File: src/hw/rtl/murmur2_word_stream_hash_assert.svh
// ----------------------------------------------------------------------------
// Assertion macros for the word stream hash
// Shared check forms; the using module must have aclk and aresetn in scope.
// ----------------------------------------------------------------------------
`ifndef MURMUR2_WORD_STREAM_HASH_ASSERT_SVH
`define MURMUR2_WORD_STREAM_HASH_ASSERT_SVH

// Same-cycle implication.
`define M2H_ASSERT_IMP(lbl, ante, cons) \
    lbl: assert property (@(posedge aclk) disable iff (!aresetn) (ante) |-> (cons)) \
        else $error("hash block check failed");

// Next-cycle implication.
`define M2H_ASSERT_NXT(lbl, ante, cons) \
    lbl: assert property (@(posedge aclk) disable iff (!aresetn) (ante) |=> (cons)) \
        else $error("hash block check failed");

`endif

File: src/hw/rtl/m2wsh_pkg.sv
// ----------------------------------------------------------------------------
// m2wsh_pkg
// Constants and controller/datapath interface types for the word stream hash.
// ----------------------------------------------------------------------------
package m2wsh_pkg;

    localparam logic [31:0] MIX_M      = 32'h5bd1e995;
    localparam int          MIX_R      = 24;
    localparam int          AVAL_R1    = 13;
    localparam int          AVAL_R2    = 15;
    localparam logic [31:0] SEED_RESET = 32'd5381;

    // Multiplier operand select codes.
    localparam logic [2:0] MUL_WORD = 3'd0;
    localparam logic [2:0] MUL_KMIX = 3'd1;
    localparam logic [2:0] MUL_H    = 3'd2;
    localparam logic [2:0] MUL_TAIL = 3'd3;
    localparam logic [2:0] MUL_AVAL = 3'd4;

    typedef struct packed {
        logic       cap_in;
        logic       mul_en;
        logic [2:0] mul_sel;
        logic       k_load;
        logic       h_xor_k;
        logic       h_from_mul;
        logic       out_load;
    } cmd_t;

    typedef struct packed {
        logic full_word;
        logic zero_count;
        logic last;
        logic out_busy;
    } sts_t;

endpackage

File: src/hw/rtl/murmur2_word_stream_hash.sv
// ----------------------------------------------------------------------------
// murmur2_word_stream_hash
// Seeded 32-bit MurmurHash2 over a key streamed as little-endian words.
// ----------------------------------------------------------------------------
// Usage:
// Key words enter on the s_ channel. The word marked by s_tuser (first word)
// restarts the hash at the seed XOR the key length; s_tlast marks the final
// word, after which one finished hash leaves on the m_ channel. The seed is
// written through cfg_wr_en / cfg_wr_data; the user must write it only while
// the block is idle; the block itself does not enforce this. Words run through
// one shared 32-bit constant multiplier, so the time between accepted words
// depends on the byte count: a full word takes three multiplies, a 1 to 3
// byte tail one and an empty word none. A last word adds the avalanche
// multiply; the hash shows on m_tvalid as the block returns to idle. The
// next word is taken while a hash waits on m_tready; a new hash waits in the
// block until the previous one is taken.
// Reset sets the seed to 5381, clears the accumulator and drops m_tvalid.
// ----------------------------------------------------------------------------
module murmur2_word_stream_hash (
    input  logic        aclk,
    input  logic        aresetn,
    input  logic        cfg_wr_en,
    input  logic [31:0] cfg_wr_data,
    input  logic        s_tvalid,
    output logic        s_tready,
    input  logic [71:0] s_tdata,   // data_word[31:0], byte_count[34:32], key_length[66:35]
    input  logic        s_tuser,   // first_word
    input  logic        s_tlast,
    output logic        m_tvalid,
    input  logic        m_tready,
    output logic [31:0] m_tdata    // hash_value[31:0]
);

    m2wsh_pkg::cmd_t cmd;
    m2wsh_pkg::sts_t sts;

    m2wsh_ctrl u_ctrl (
        .aclk     (aclk),
        .aresetn  (aresetn),
        .s_tvalid (s_tvalid),
        .s_tready (s_tready),
        .sts_i    (sts),
        .cmd_o    (cmd)
    );

    m2wsh_dp u_dp (
        .aclk          (aclk),
        .aresetn       (aresetn),
        .cfg_wr_en     (cfg_wr_en),
        .cfg_wr_data   (cfg_wr_data),
        .in_data_word  (s_tdata[31:0]),
        .in_byte_count (s_tdata[34:32]),
        .in_first_word (s_tuser),
        .in_last_word  (s_tlast),
        .in_key_length (s_tdata[66:35]),
        .cmd_i         (cmd),
        .sts_o         (sts),
        .m_tvalid      (m_tvalid),
        .m_tready      (m_tready),
        .m_tdata       (m_tdata)
    );

endmodule

File: src/hw/rtl/m2wsh_dp.sv
// ----------------------------------------------------------------------------
// m2wsh_dp
// Datapath: seed and accumulator registers, one shared constant multiplier
// with a result register, and the output register.
// ----------------------------------------------------------------------------
module m2wsh_dp (
    input  logic               aclk,
    input  logic               aresetn,
    input  logic               cfg_wr_en,
    input  logic [31:0]        cfg_wr_data,
    input  logic [31:0]        in_data_word,
    input  logic [2:0]         in_byte_count,
    input  logic               in_first_word,
    input  logic               in_last_word,
    input  logic [31:0]        in_key_length,
    input  m2wsh_pkg::cmd_t    cmd_i,
    output m2wsh_pkg::sts_t    sts_o,
    output logic               m_tvalid,
    input  logic               m_tready,
    output logic [31:0]        m_tdata
);

    logic [31:0] seed_reg;
    logic [31:0] h_reg, h_next;
    logic [31:0] word_reg;
    logic [2:0]  count_reg;
    logic        last_reg;
    logic [31:0] mul_reg;
    logic [31:0] k_reg;
    logic [31:0] out_reg;
    logic        out_valid_reg, out_valid_next;

    logic [31:0] mul_op;
    logic [31:0] product;
    logic [31:0] tail_bits;

    always_comb begin
        tail_bits = {24'd0, word_reg[7:0]};
        if (count_reg >= 3'd2) begin
            tail_bits[15:8] = word_reg[15:8];
        end
        if (count_reg == 3'd3) begin
            tail_bits[23:16] = word_reg[23:16];
        end
    end

    always_comb begin
        case (cmd_i.mul_sel)
            m2wsh_pkg::MUL_WORD: mul_op = word_reg;
            m2wsh_pkg::MUL_KMIX: mul_op = mul_reg ^ (mul_reg >> m2wsh_pkg::MIX_R);
            m2wsh_pkg::MUL_H:    mul_op = h_reg;
            m2wsh_pkg::MUL_TAIL: mul_op = h_reg ^ tail_bits;
            m2wsh_pkg::MUL_AVAL: mul_op = h_reg ^ (h_reg >> m2wsh_pkg::AVAL_R1);
            default:             mul_op = h_reg;
        endcase
    end

    // Only the low 32 bits of the product are kept.
    assign product = mul_op * m2wsh_pkg::MIX_M;

    always_comb begin
        h_next = h_reg;
        if (cmd_i.cap_in) begin
            h_next = in_first_word ? (seed_reg ^ in_key_length) : h_reg;
        end else if (cmd_i.h_xor_k) begin
            h_next = mul_reg ^ k_reg;
        end else if (cmd_i.h_from_mul) begin
            h_next = mul_reg;
        end
    end

    always_comb begin
        out_valid_next = out_valid_reg;
        if (cmd_i.out_load) begin
            out_valid_next = 1'b1;
        end else if (m_tready) begin
            out_valid_next = 1'b0;
        end
    end

    always_ff @(posedge aclk) begin
        if (!aresetn) begin
            seed_reg      <= m2wsh_pkg::SEED_RESET;
            h_reg         <= 32'd0;
            out_valid_reg <= 1'b0;
        end else begin
            if (cfg_wr_en) begin
                seed_reg <= cfg_wr_data;
            end
            h_reg         <= h_next;
            out_valid_reg <= out_valid_next;
        end
    end

    always_ff @(posedge aclk) begin
        if (cmd_i.cap_in) begin
            word_reg  <= in_data_word;
            count_reg <= in_byte_count;
            last_reg  <= in_last_word;
        end
        if (cmd_i.mul_en) begin
            mul_reg <= product;
        end
        if (cmd_i.k_load) begin
            k_reg <= mul_reg;
        end
        if (cmd_i.out_load) begin
            out_reg <= mul_reg ^ (mul_reg >> m2wsh_pkg::AVAL_R2);
        end
    end

    // Counts of four to seven are taken as a full word.
    assign sts_o.full_word  = count_reg[2];
    assign sts_o.zero_count = (count_reg == 3'd0);
    assign sts_o.last       = last_reg;
    assign sts_o.out_busy   = out_valid_reg && !m_tready;

    assign m_tvalid = out_valid_reg;
    assign m_tdata  = out_reg;

endmodule

File: src/hw/rtl/m2wsh_ctrl.sv
// ----------------------------------------------------------------------------
// m2wsh_ctrl
// Controller: sequences the shared multiplier through the word mix, the tail
// fold and the final avalanche, and handles the input handshake.
// ----------------------------------------------------------------------------
`include "murmur2_word_stream_hash_assert.svh"

module m2wsh_ctrl (
    input  logic               aclk,
    input  logic               aresetn,
    input  logic               s_tvalid,
    output logic               s_tready,
    input  m2wsh_pkg::sts_t    sts_i,
    output m2wsh_pkg::cmd_t    cmd_o
);

    localparam logic [3:0] S_IDLE     = 4'd0;
    localparam logic [3:0] S_DISPATCH = 4'd1;
    localparam logic [3:0] S_K1       = 4'd2;
    localparam logic [3:0] S_K2       = 4'd3;
    localparam logic [3:0] S_K3       = 4'd4;
    localparam logic [3:0] S_HUPD     = 4'd5;
    localparam logic [3:0] S_T1       = 4'd6;
    localparam logic [3:0] S_T2       = 4'd7;
    localparam logic [3:0] S_AV1      = 4'd8;
    localparam logic [3:0] S_AV2      = 4'd9;

    logic [3:0] state_reg, state_next;
    logic       accept;

    assign s_tready = (state_reg == S_IDLE);
    assign accept   = s_tvalid && s_tready;

    always_comb begin
        state_next        = state_reg;
        cmd_o             = '0;
        cmd_o.mul_sel     = m2wsh_pkg::MUL_WORD;
        cmd_o.cap_in      = accept;
        case (state_reg)
            S_IDLE: begin
                if (s_tvalid) begin
                    state_next = S_DISPATCH;
                end
            end
            S_DISPATCH: begin
                if (sts_i.full_word) begin
                    state_next = S_K1;
                end else if (!sts_i.zero_count) begin
                    state_next = S_T1;
                end else begin
                    state_next = sts_i.last ? S_AV1 : S_IDLE;
                end
            end
            S_K1: begin
                cmd_o.mul_en  = 1'b1;
                cmd_o.mul_sel = m2wsh_pkg::MUL_WORD;
                state_next    = S_K2;
            end
            S_K2: begin
                cmd_o.mul_en  = 1'b1;
                cmd_o.mul_sel = m2wsh_pkg::MUL_KMIX;
                state_next    = S_K3;
            end
            S_K3: begin
                // The mixed word moves aside while h*m takes the multiplier.
                cmd_o.k_load  = 1'b1;
                cmd_o.mul_en  = 1'b1;
                cmd_o.mul_sel = m2wsh_pkg::MUL_H;
                state_next    = S_HUPD;
            end
            S_HUPD: begin
                cmd_o.h_xor_k = 1'b1;
                state_next    = sts_i.last ? S_AV1 : S_IDLE;
            end
            S_T1: begin
                cmd_o.mul_en  = 1'b1;
                cmd_o.mul_sel = m2wsh_pkg::MUL_TAIL;
                state_next    = S_T2;
            end
            S_T2: begin
                cmd_o.h_from_mul = 1'b1;
                state_next       = sts_i.last ? S_AV1 : S_IDLE;
            end
            S_AV1: begin
                cmd_o.mul_en  = 1'b1;
                cmd_o.mul_sel = m2wsh_pkg::MUL_AVAL;
                state_next    = S_AV2;
            end
            S_AV2: begin
                // Wait here while the previous hash is still unclaimed.
                if (!sts_i.out_busy) begin
                    cmd_o.out_load = 1'b1;
                    state_next     = S_IDLE;
                end
            end
            default: begin
                state_next = S_IDLE;
            end
        endcase
    end

    always_ff @(posedge aclk) begin
        if (!aresetn) begin
            state_reg <= S_IDLE;
        end else begin
            state_reg <= state_next;
        end
    end

    `M2H_ASSERT_IMP(a_out_load_free, cmd_o.out_load, !sts_i.out_busy)
    `M2H_ASSERT_NXT(a_accept_dispatch, accept, state_reg == S_DISPATCH)
    `M2H_ASSERT_IMP(a_hupd_after_k3, state_reg == S_HUPD, $past(state_reg) == S_K3)
    `M2H_ASSERT_IMP(a_one_h_write, cmd_o.h_xor_k || cmd_o.h_from_mul, !cmd_o.cap_in)

endmodule
File: config.mk
export PLATFORM = sky130hd
export DESIGN_NAME = murmur2_word_stream_hash
export DESIGN_NICKNAME = d
export VERILOG_FILES = /design/src/hw/rtl/m2wsh_pkg.sv /design/src/hw/rtl/murmur2_word_stream_hash.sv /design/src/hw/rtl/m2wsh_dp.sv /design/src/hw/rtl/m2wsh_ctrl.sv
export VERILOG_INCLUDE_DIRS = /design/src /design/src/hw/rtl
export SDC_FILE = /design/constraint.sdc
export NUM_CORES = 1
export LEC_CHECK = 0
export BUFFER_PORTS_ARGS = -buffer_cell sky130_fd_sc_hd__buf_2
export CORE_MARGIN = 3
export CORE_UTILIZATION = 55
export CTS_CLUSTER_SIZE = 12
export DETAILED_ROUTE_END_ITERATION = 8
export PLACE_DENSITY = 0.74
export SLEW_MARGIN = 20
export SYNTH_ARGS = -nofsm -noshare
export SYNTH_HDL_FRONTEND = slang
export SYNTH_HIERARCHICAL = 1
export SYNTH_SLANG_ARGS = --single-unit
export TNS_END_PERCENT = 20
File: constraint.sdc
create_clock -name aclk -period 7.5 [get_ports aclk]
set_input_delay 1.5 -clock aclk [delete_from_list [all_inputs] [get_ports aclk]]
set_output_delay 1.5 -clock aclk [all_outputs]
set_load 0.05 [all_outputs]
[Word-level counts from Yosys, hierarchy flattened]
Cells that the tools add are included.
Storage, ports and cells
  register bits: 201
  input bits: 111
  output and inout port bits: 34
  logic and storage cells: 66
Cells by class
  multipliers: 1
  order comparisons: 1
  eq/ne operators: 16
  muxes and demuxes: 21
  bitwise logic cells: 6
  reductions and logical operators: 11
Operator list (count)
  $mux 32: 4
  $pmux 32 s4: 1
  $xor 32x32->32: 2
  $pmux 4 s9: 1
  $mul 32x31->32 const B: 1
  $xor 32x17->32: 1
  $xor 32x19->32: 1
  $xor 32x24->32: 1
  $xor 32x8->32: 1
  $mux 4: 5
  $pmux 4 s5: 1
  $eq 4x3->1 const B: 4
  $mux 8: 2
  $eq 4x2->1 const B: 2
  $eq 4x4->1 const B: 2
  $mux 1: 7
  $eq 3x2->1 const B: 2
  $logic_not 3->1: 2
  $ne 2x2->1 const B: 3
  $eq 4x1->1 const B: 1
  $logic_not 4->1: 1
  $reduce_and 2->1: 2
  $eq 3x1->1 const B: 1
  $eq 3x3->1 const B: 1
  6 further kinds: 7

[Logic depth before layout (Yosys ltp)]
Gate-level depths: netlist of the first run.
  depth in word-level cells: 5
  mapped depth: 35
  depth with buffers taken out: 33

[Cells and area by module]
The synthesis of the first run kept the hierarchy.
By module, submodules not included
  m2wsh_dp: times used 1, cells an instance 1677, area an instance 17580.6 um^2, seq. area each 5265.0 um^2
  m2wsh_ctrl: times used 1, cells an instance 44, area an instance 352.8 um^2, seq. area each 80.1 um^2

[Worst setup path before layout of the first run]
OpenSTA, ideal clock, no wires.
  kind: reg-to-reg
  start: register u_ctrl.state_reg[2]
  end: register u_dp.mul_reg[30], data pin
  setup time: 0.258 ns
  arrival: 7.973 ns
  required time: 7.242 ns
  setup slack: -0.731 ns
  cell stages (with the launch flop): 34
  path buffers: 5
  period minus slack after synthesis: 8.231 ns
  cells stage by stage: dfxtp_1 -> buf_4 -> xnor2_1 -> nor3b_2 -> buf_2 -> buf_2 -> clkbuf_1 -> clkbuf_1 -> o21ai_0 -> o221ai_1 -> inv_1 -> fa_1 -> inv_1 -> ha_1 -> fa_1 -> ha_1 -> fa_1 -> inv_1 -> fa_1 -> inv_1 -> fa_1 -> inv_1 -> fa_1 -> inv_1 -> ha_1 -> a21o_1 -> a21o_1 -> a21oi_1 -> o21ai_0 -> nand2_1 -> o21ai_1 -> a311o_1 -> o31a_1 -> xor2_1
RTL lines
  start, declared: RTL line m2wsh_ctrl.sv:28  | logic [3:0] state_reg, state_next;
  start signal, assigned: RTL line m2wsh_ctrl.sv:106  | state_reg <= state_next;
  end signal, assigned: RTL line m2wsh_dp.sv:102  | mul_reg <= product;
  end, declared: RTL line m2wsh_dp.sv:28  | logic [31:0] mul_reg;

==> summary.md, run 1 <==
| Metric | Value |
|---|---|
| Overall die area | 34800 um^2 |
| Least-Margin Pin Slew | 1.10 ns |
| Number of antenna violations at the first check in global routing | 1 |
| Cell repeated most along the worst path | sky130_fd_sc_hd__fa_1 |
| Chip Height | 187 um |
| Peak Freq | 128 MHz |
| Delay of the slowest critical-path stage | 0.54 ns |
| Critical path class | flip-flop to flip-flop |
| Smallest setup slack after layout | -0.294 ns |
| Required time of the worst setup path | 7.77 ns |
| Largest area contributor in the synthesized netlist | sky130_fd_sc_hd__edfxtp_1 |
| Global-route wire length before repair | 79200 um |
| Number of failing hold endpoints at the final stage | 0 |
| Worst-case clock skew | 0.0204 ns |
| CP max FO | 5 |
| Fraction of the cycle the final worst path needs | 104% |
| # diodes | 0 |
| Length of the first detailed-routing pass in iterations | 7 |
| Count of cell types in the netlist | 63 |
| Routed WL per cell | 20.3 um |
| Share of the synthesized area in the top cell type | 22.1% |
| Yosys synthesis warning count | 6 |
| Top-level port count | 145 |
| Top FF cell, synth | sky130_fd_sc_hd__edfxtp_1 |
| CTS HTree Levels | 1 |
| Final net count | 2545 |
| Largest net degree at the start of global routing | 75 |
| Fraction of final layout cells with drive strength greater than 1 | 22.8% |
| Final Hold Slack | 0.504 ns |
| Worst path bufs/invs | 9 |
| Number of synthesized register bits | 201 |
| Routing usage on met1 | 39.3% |
| Violated checks | setup timing |
| Sequential element share of the synthesized area | 29.8% |
| Post-Syn Nets | 2229 |
| Grt met3 use | 3.68% |
| CTS Root Cell | sky130_fd_sc_hd__clkbuf_16 |
| Global-route usage over all layers | 29.2% |
| Final RePlAce weighted congestion | 1.00 |
| Worst-path cell with the longest stage delay | sky130_fd_sc_hd__fa_1 |
| Headroom to the max-slew limit | 26.4% |
| Initial Utilization | 56.3% |
| TritonCTS clock tree | yes |
| Critical Path Source Type | flip-flop |
| Core Area | 31900 um^2 |
| Maximum number of buffers from clock root to sink | 3 |
| Routed wire length | 50500 um |
| Worst reg2reg setup slack | -0.29 ns |
| DRC violation count after routing | 0 |
| Cell family contributing the most delay on the critical path | adder cells |
| Count of max-cap constraint violations | 0 |
| Initial detailed-routing violation count | 1171 |
| Number of instances in the synthesized netlist | 1721 |
| Number of global-route vias before repair | 14100 |
| Count of standard-cell rows | 65 |
| Total non-filler cell area in the finished layout | 21800 um^2 |
| Number of enable-type register cells in the synthesized netlist | 132 |
| Ranking of synthesized cells by instance count | 342 x sky130_fd_sc_hd__inv_1, 216 x sky130_fd_sc_hd__ha_1, 181 x sky130_fd_sc_hd__fa_1 |
| CTS Hold Buffers Added | 0 |
| Detailed placer's ending HPWL | 39900 um |
| Vias per inst | 5.47 |
| Setup crit end kind | flip-flop |
| Top-count cell post-synth | sky130_fd_sc_hd__inv_1 |
| Final Critical Period | 7.79 ns |
| Source-to-sink clock delay at the later pin of the worst-skew pair | 0.53 ns |
| Arrival @ worst endpoint | 8.06 ns |
| Mean cell area of the mapped netlist | 10.4 um^2 |
| Area Overhead vs Synth | 21.4% |
| Final max-slew violation count | 0 |
| Outcome | complete, but fails checks |
| Final setup violation count | 9 |
| Gr ovfl total | 0 |
| Worst hold path type | flip-flop to flip-flop |
| Post-place instance area | 20500 um^2 |
| Port bufs | 139 |
| Peak-usage layer in the global routing report | met2 |
| Unrepaired setup endpoints after global routing | yes |
| Die Width | 187 um |
| Async set-or-reset flop fraction in the synthesized netlist | 0% |
| CTS buffer count | 22 |
| Vias post-DR | 13600 |
| Cell types with the largest area share after synthesis | sky130_fd_sc_hd__edfxtp_1 22%, sky130_fd_sc_hd__fa_1 20%, sky130_fd_sc_hd__ha_1 15% |
| Mapped Area | 17900 um^2 |
| Post-route ant nets | 0 |
| Global-route track usage on met2 | 49.9% |
| Clock-pin slew of the registers on the worst-case setup and hold paths | 0.06 ns |
| CTS Sinks | 201 |
path summary, 6_finish.rpt:
path	start	endpoint	depth (start not counted)
setup / recovery	u_ctrl/state_reg[0]	u_dp/mul_reg[30]	33
hold / removal	u_dp/seed_reg[8]	u_dp/seed_reg[8]	2
setup reg to reg	u_ctrl/state_reg[0]	u_dp/mul_reg[30]	33
hold reg to reg	u_dp/seed_reg[8]	u_dp/seed_reg[8]	2
area by class of cell:
class	instances	area, um^2
clock buffer	35	619
clock inverter	5	105
fill	2418	10100
inverter	342	1290
multi-input combinational	1123	11400
sequential	201	5350
tap	435	544
timing repair buffer	347	2430
tightest hold or removal path: cells and delay by family (launching register included):
| kind | cells | cell delay [ns] |
|---|---|---|
| and+or+nand+nor | 1 | 0.06 |
| DFF | 1 | 0.35 |
| muxes | 1 | 0.07 |
placed cells by master (no fill, tap or decap), types with 4 or more instances in the layout:
cell type,n
sky130_fd_sc_hd__buf_4,182
sky130_fd_sc_hd__a22o_1,5
sky130_fd_sc_hd__nor2_4,7
sky130_fd_sc_hd__o21ai_1,12
sky130_fd_sc_hd__edfxtp_1,132
sky130_fd_sc_hd__fa_2,4
sky130_fd_sc_hd__a211oi_1,36
sky130_fd_sc_hd__ha_4,6
sky130_fd_sc_hd__a21oi_1,66
sky130_fd_sc_hd__xnor2_2,4
sky130_fd_sc_hd__nand3_1,18
sky130_fd_sc_hd__inv_1,329
sky130_fd_sc_hd__dfxtp_1,67
sky130_fd_sc_hd__buf_2,139
sky130_fd_sc_hd__nand2_1,104
sky130_fd_sc_hd__a21oi_2,9
sky130_fd_sc_hd__xor2_1,34
sky130_fd_sc_hd__a22oi_1,7
sky130_fd_sc_hd__a21o_1,11
sky130_fd_sc_hd__nor2_1,63
sky130_fd_sc_hd__clkbuf_16,22
sky130_fd_sc_hd__mux2i_1,43
sky130_fd_sc_hd__nor3_1,4
sky130_fd_sc_hd__xnor2_1,108
sky130_fd_sc_hd__fa_1,177
sky130_fd_sc_hd__a32oi_1,5
sky130_fd_sc_hd__inv_2,12
sky130_fd_sc_hd__a221o_2,5
sky130_fd_sc_hd__o21ai_0,34
sky130_fd_sc_hd__nand2b_1,9
sky130_fd_sc_hd__clkbuf_1,11
sky130_fd_sc_hd__ha_1,207
sky130_fd_sc_hd__nor2b_1,65
sky130_fd_sc_hd__buf_12,9
sky130_fd_sc_hd__a22oi_2,5
sky130_fd_sc_hd__buf_6,17
timing repair:
| action | in CTS | in global routing |
|---|---|---|
| setup buffers | 26 | 5 |
| gates cloned | 0 | 0 |
| setup endpoints to repair | 12 | 13 |
| pin swaps | 44 | 40 |
| resized for setup | 64 | 35 |
stage by stage:
step / worst slack (ns) / util [%] / setup TNS [ns] / std cells
2_1_floorplan: -0.0220 / - / -0.0220 / 1721
5_1_grt: -0.462 / 68.3 / -3.95 / 2488
6_report: -0.294 / 68.3 / -1.39 / 2488
3_3_place_gp: -0.447 / 64.2 / -2.94 / 2418
4_1_cts: -0.234 / 67.8 / -1.12 / 2483
3_5_place_dp: -0.514 / 64.2 / -3.77 / 2418
cells by family (layout without fill, tap and decap cells):
logic type | count (synthesis) | after routing | share of synthesized area (%)
AO/OA/AOI/OAI | 237 | 237 | 8.57
flip-flops | 201 | 201 | 29.8
adder cells (fa/ha/maj) | 397 | 397 | 35.3
AND/OR/NAND/NOR | 299 | 299 | 8.15
buffers and inverters | 397 | 729 | 8.55
multiplexers | 43 | 43 | 2.40
XOR/XNOR | 147 | 147 | 7.26
routing by layer:
metal | part of all wire [%] | routed length [um] | up-vias
met2 | 48 | 24300 | 526
met4 | 3.5 | 1790 | 0
li1 | - | - | 6239
met3 | 7.0 | 3530 | 106
met1 | 41 | 20900 | 6747
met5 | 0 | 0 | -
Power of run 1 is not shown: default switching activity piles up to over one toggle a cycle in this logic, so the estimate is an artifact.
==> run 2: changes to the inputs <==
Settings changed: ABC_AREA set to 1.
==> summary.md, run 2 <==
| Metric | Value |
|---|---|
| Outcome | complete, but fails checks |
| Violated checks | DRC, setup timing |
| Top-level port count | 145 (unchanged) |
| Vias post-DR | 15900 (+17%) |
| CTS Sinks | 201 (unchanged) |
| # diodes | 0 (unchanged) |
| Global-route wire length before repair | 86100 um (+8.8%) |
| Number of instances in the synthesized netlist | 2033 (+18%) |
| Delay of the slowest critical-path stage | 0.57 ns (+0.03 ns) |
| Arrival @ worst endpoint | 7.95 ns (-0.11 ns) |
| Final Critical Period | 7.70 ns (-0.0897 ns) |
| Length of the first detailed-routing pass in iterations | 9 (+2) |
| Unrepaired setup endpoints after global routing | yes |
| CP max FO | 7 (+2) |
| Post-Syn Nets | 2541 (+14%) |
| Routed wire length | 56700 um (+12%) |
| Number of enable-type register cells in the synthesized netlist | 132 (unchanged) |
| Clock-pin slew of the registers on the worst-case setup and hold paths | 0.06 ns (about the same) |
| Top-count cell post-synth | sky130_fd_sc_hd__inv_1 |
| CTS buffer count | 21 (-4.5%) |
| CTS Hold Buffers Added | 0 (unchanged) |
| Largest area contributor in the synthesized netlist | sky130_fd_sc_hd__edfxtp_1 |
| Reg area | 5350 um^2 (+0.12%) |
| Worst-case clock skew | 0.0110 ns (-0.00941 ns) |
| Commonest cells after routing, fill and taps aside | 423 x sky130_fd_sc_hd__inv_1, 273 x sky130_fd_sc_hd__nand2_1, 266 x sky130_fd_sc_hd__buf_4, 199 x sky130_fd_sc_hd__ha_1, 173 x sky130_fd_sc_hd__fa_1 |
| Final RePlAce weighted congestion | 1.04 (+4.3%) |
| Overall die area | 35700 um^2 (+2.4%) |
| Worst path bufs/invs | 11 (+2) |
| Final setup violation count | 3 (-6) |
| Count of standard-cell rows | 66 (+1.5%) |
| Fraction of final layout cells with drive strength greater than 1 | 24.9% (+2.1 points) |
| Async set-or-reset flop fraction in the synthesized netlist | 0% (unchanged) |
| Critical Path Source Type | flip-flop |
| Source-to-sink clock delay at the later pin of the worst-skew pair | 0.49 ns (-0.04 ns) |
| Worst-path cell with the longest stage delay | sky130_fd_sc_hd__fa_1 |
| Ranking of synthesized cells by instance count | 450 x sky130_fd_sc_hd__inv_1, 289 x sky130_fd_sc_hd__nand2_1, 216 x sky130_fd_sc_hd__ha_1 |
| Area Overhead vs Synth | 24.8% |
| Count of max-cap constraint violations | 0 (unchanged) |
| Peak Freq | 130 MHz (+1.2%) |
| Mean cell area of the mapped netlist | 9.04 um^2 (-13%) |
| Port bufs | 139 (unchanged) |
| Headroom to the max-slew limit | 25.4% (-1.0 points) |
| Count of cell types in the netlist | 49 (-22%) |
| Post-route ant nets | 0 (unchanged) |
| Largest net degree at the start of global routing | 71 (-5.3%) |
| Global-route usage over all layers | 31.2% (+2.0 points) |
| CTS HTree Levels | 1 (unchanged) |
| Number of global-route vias before repair | 15800 (+12%) |
| Smallest setup slack after layout | -0.204 ns (+0.0897 ns) |
| Chip Height | 189 um (+1.2%) |
| Critical path class | flip-flop to flip-flop |
| Gr ovfl total | 0 (unchanged) |
| Number of antenna violations at the first check in global routing | 0 (-1) |
| Sequential element share of the synthesized area | 29.1% (-0.73 points) |
| Origin of the critical flop-to-flop path | u_ctrl/state_reg[0] |
| Required time of the worst setup path | 7.74 ns (-0.03 ns) |
| Cell repeated most along the worst path | sky130_fd_sc_hd__fa_1 |
| Final max-slew violation count | 0 (unchanged) |
| Top FF cell, synth | sky130_fd_sc_hd__edfxtp_1 |
| Final Hold Slack | 0.483 ns (-0.0219 ns) |
| Commonest non-fill, non-tap cell in the layout | sky130_fd_sc_hd__inv_1 |
| Filler instances | 2495 (+3.2%) |
| Core Area | 32700 um^2 (+2.6%) |
| Share of the synthesized area in the top cell type | 21.6% (-0.54 points) |
| Fraction of the cycle the final worst path needs | 103% (-1.2 points) |
| Number of synthesized register bits | 201 (unchanged) |
| Worst hold start | u_dp/seed_reg[10] |
| Mapped Area | 18400 um^2 (+2.5%) |
| Yosys synthesis warning count | 6 (unchanged) |
| Maximum number of buffers from clock root to sink | 3 (unchanged) |
| Number of failing hold endpoints at the final stage | 0 (unchanged) |
| Final net count | 2940 (+16%) |
| TritonCTS clock tree | yes |
| Cell types with the largest area share after synthesis | sky130_fd_sc_hd__edfxtp_1 22%, sky130_fd_sc_hd__fa_1 20%, sky130_fd_sc_hd__ha_1 15% |
| Least-Margin Pin Slew | 1.12 ns (+0.0166 ns) |
| Worst setup startpoint | u_ctrl/state_reg[0] |
| DRC violation count after routing | 1 (+1) |
| Setup crit end kind | flip-flop |
| Initial Utilization | 56.2% (about the same) |
| Detailed placer's ending HPWL | 45900 um (+15%) |
| Vias per inst | 5.51 (+0.63%) |
| Cell family contributing the most delay on the critical path | adder cells |
| Die Width | 189 um (+1.2%) |
| Worst hold path type | flip-flop to flip-flop |
| CTS Root Cell | sky130_fd_sc_hd__clkbuf_16 |
| Routed WL per cell | 19.6 um (-3.2%) |
| Initial detailed-routing violation count | 1433 (+22%) |
| Area of combinational cells with multiple inputs | 11700 um^2 (+2.5%) |
## run 2: final cells by class
type	instances	area share (%)
clock buffers	34	2.64
clock inverters	3	0.0600
inverters	458	7.59
multi-input cells	1324	51.1
flip-flops and latches	201	23.3
well taps	442	2.41
repair buffers	425	12.9
repair inverters	1	0.0327
## run 2: final timing paths
check                                          to  slack [ns]  cells after the start
worst max-delay path             u_dp/mul_reg[31]       -0.20                     35
worst min-delay path            u_dp/seed_reg[10]        0.48                      2
worst max register to register   u_dp/mul_reg[31]       -0.20                     35
worst min register to register  u_dp/seed_reg[10]        0.48                      2
## run 2: cells by family (layout without fill, tap and decap cells)
kind of cell	count (synthesis)	in the layout	synth area share, %
compound gates	303	303	9.80
buf+inv	508	921	10.7
simple gates	570	570	13.5
flops	201	201	29.1
xor+xnor	54	54	2.57
fa+ha+maj	397	397	34.4
## run 2: worst min-delay path, stage by stage (launching register included)
cell and delay, ns:
sky130_fd_sc_hd__dfxtp_1 0.34, sky130_fd_sc_hd__nand2_1 0.06, sky130_fd_sc_hd__nand3_1 0.05
## run 2: what timing repair did
action | CTS | global route
cloned | 1 | 0
pin swaps | 13 | 83
endpoints found under the setup margin | 13 | 17
resized for setup | 49 | 133
setup buffers | 8 | 31
## run 2: metal layers
layer  vias up  wire length, um  track usage, %
li1       7371                -               -
met1      7611            22200            39.9
met2       762            26900            52.9
met3       163             4300            3.83
met4         0             3290            15.0
met5         -                0               0
## run 2: metrics by stage
stage	std cells	utilization (%)	setup TNS, ns	setup WS [ns]	instance area [um^2]
final	2888	70.2	-0.300	-0.204	22900
after global routing	2888	70.2	-2.60	-0.455	22900
after CTS	2858	68.0	-0.116	-0.107	22200
after global placement	2812	65.3	-2.70	-0.394	21400
after floorplan	2033	-	0	0.0745	18400
after detailed placement	2812	65.3	-3.65	-0.493	21400
Power of run 2 is left out for the same reason.
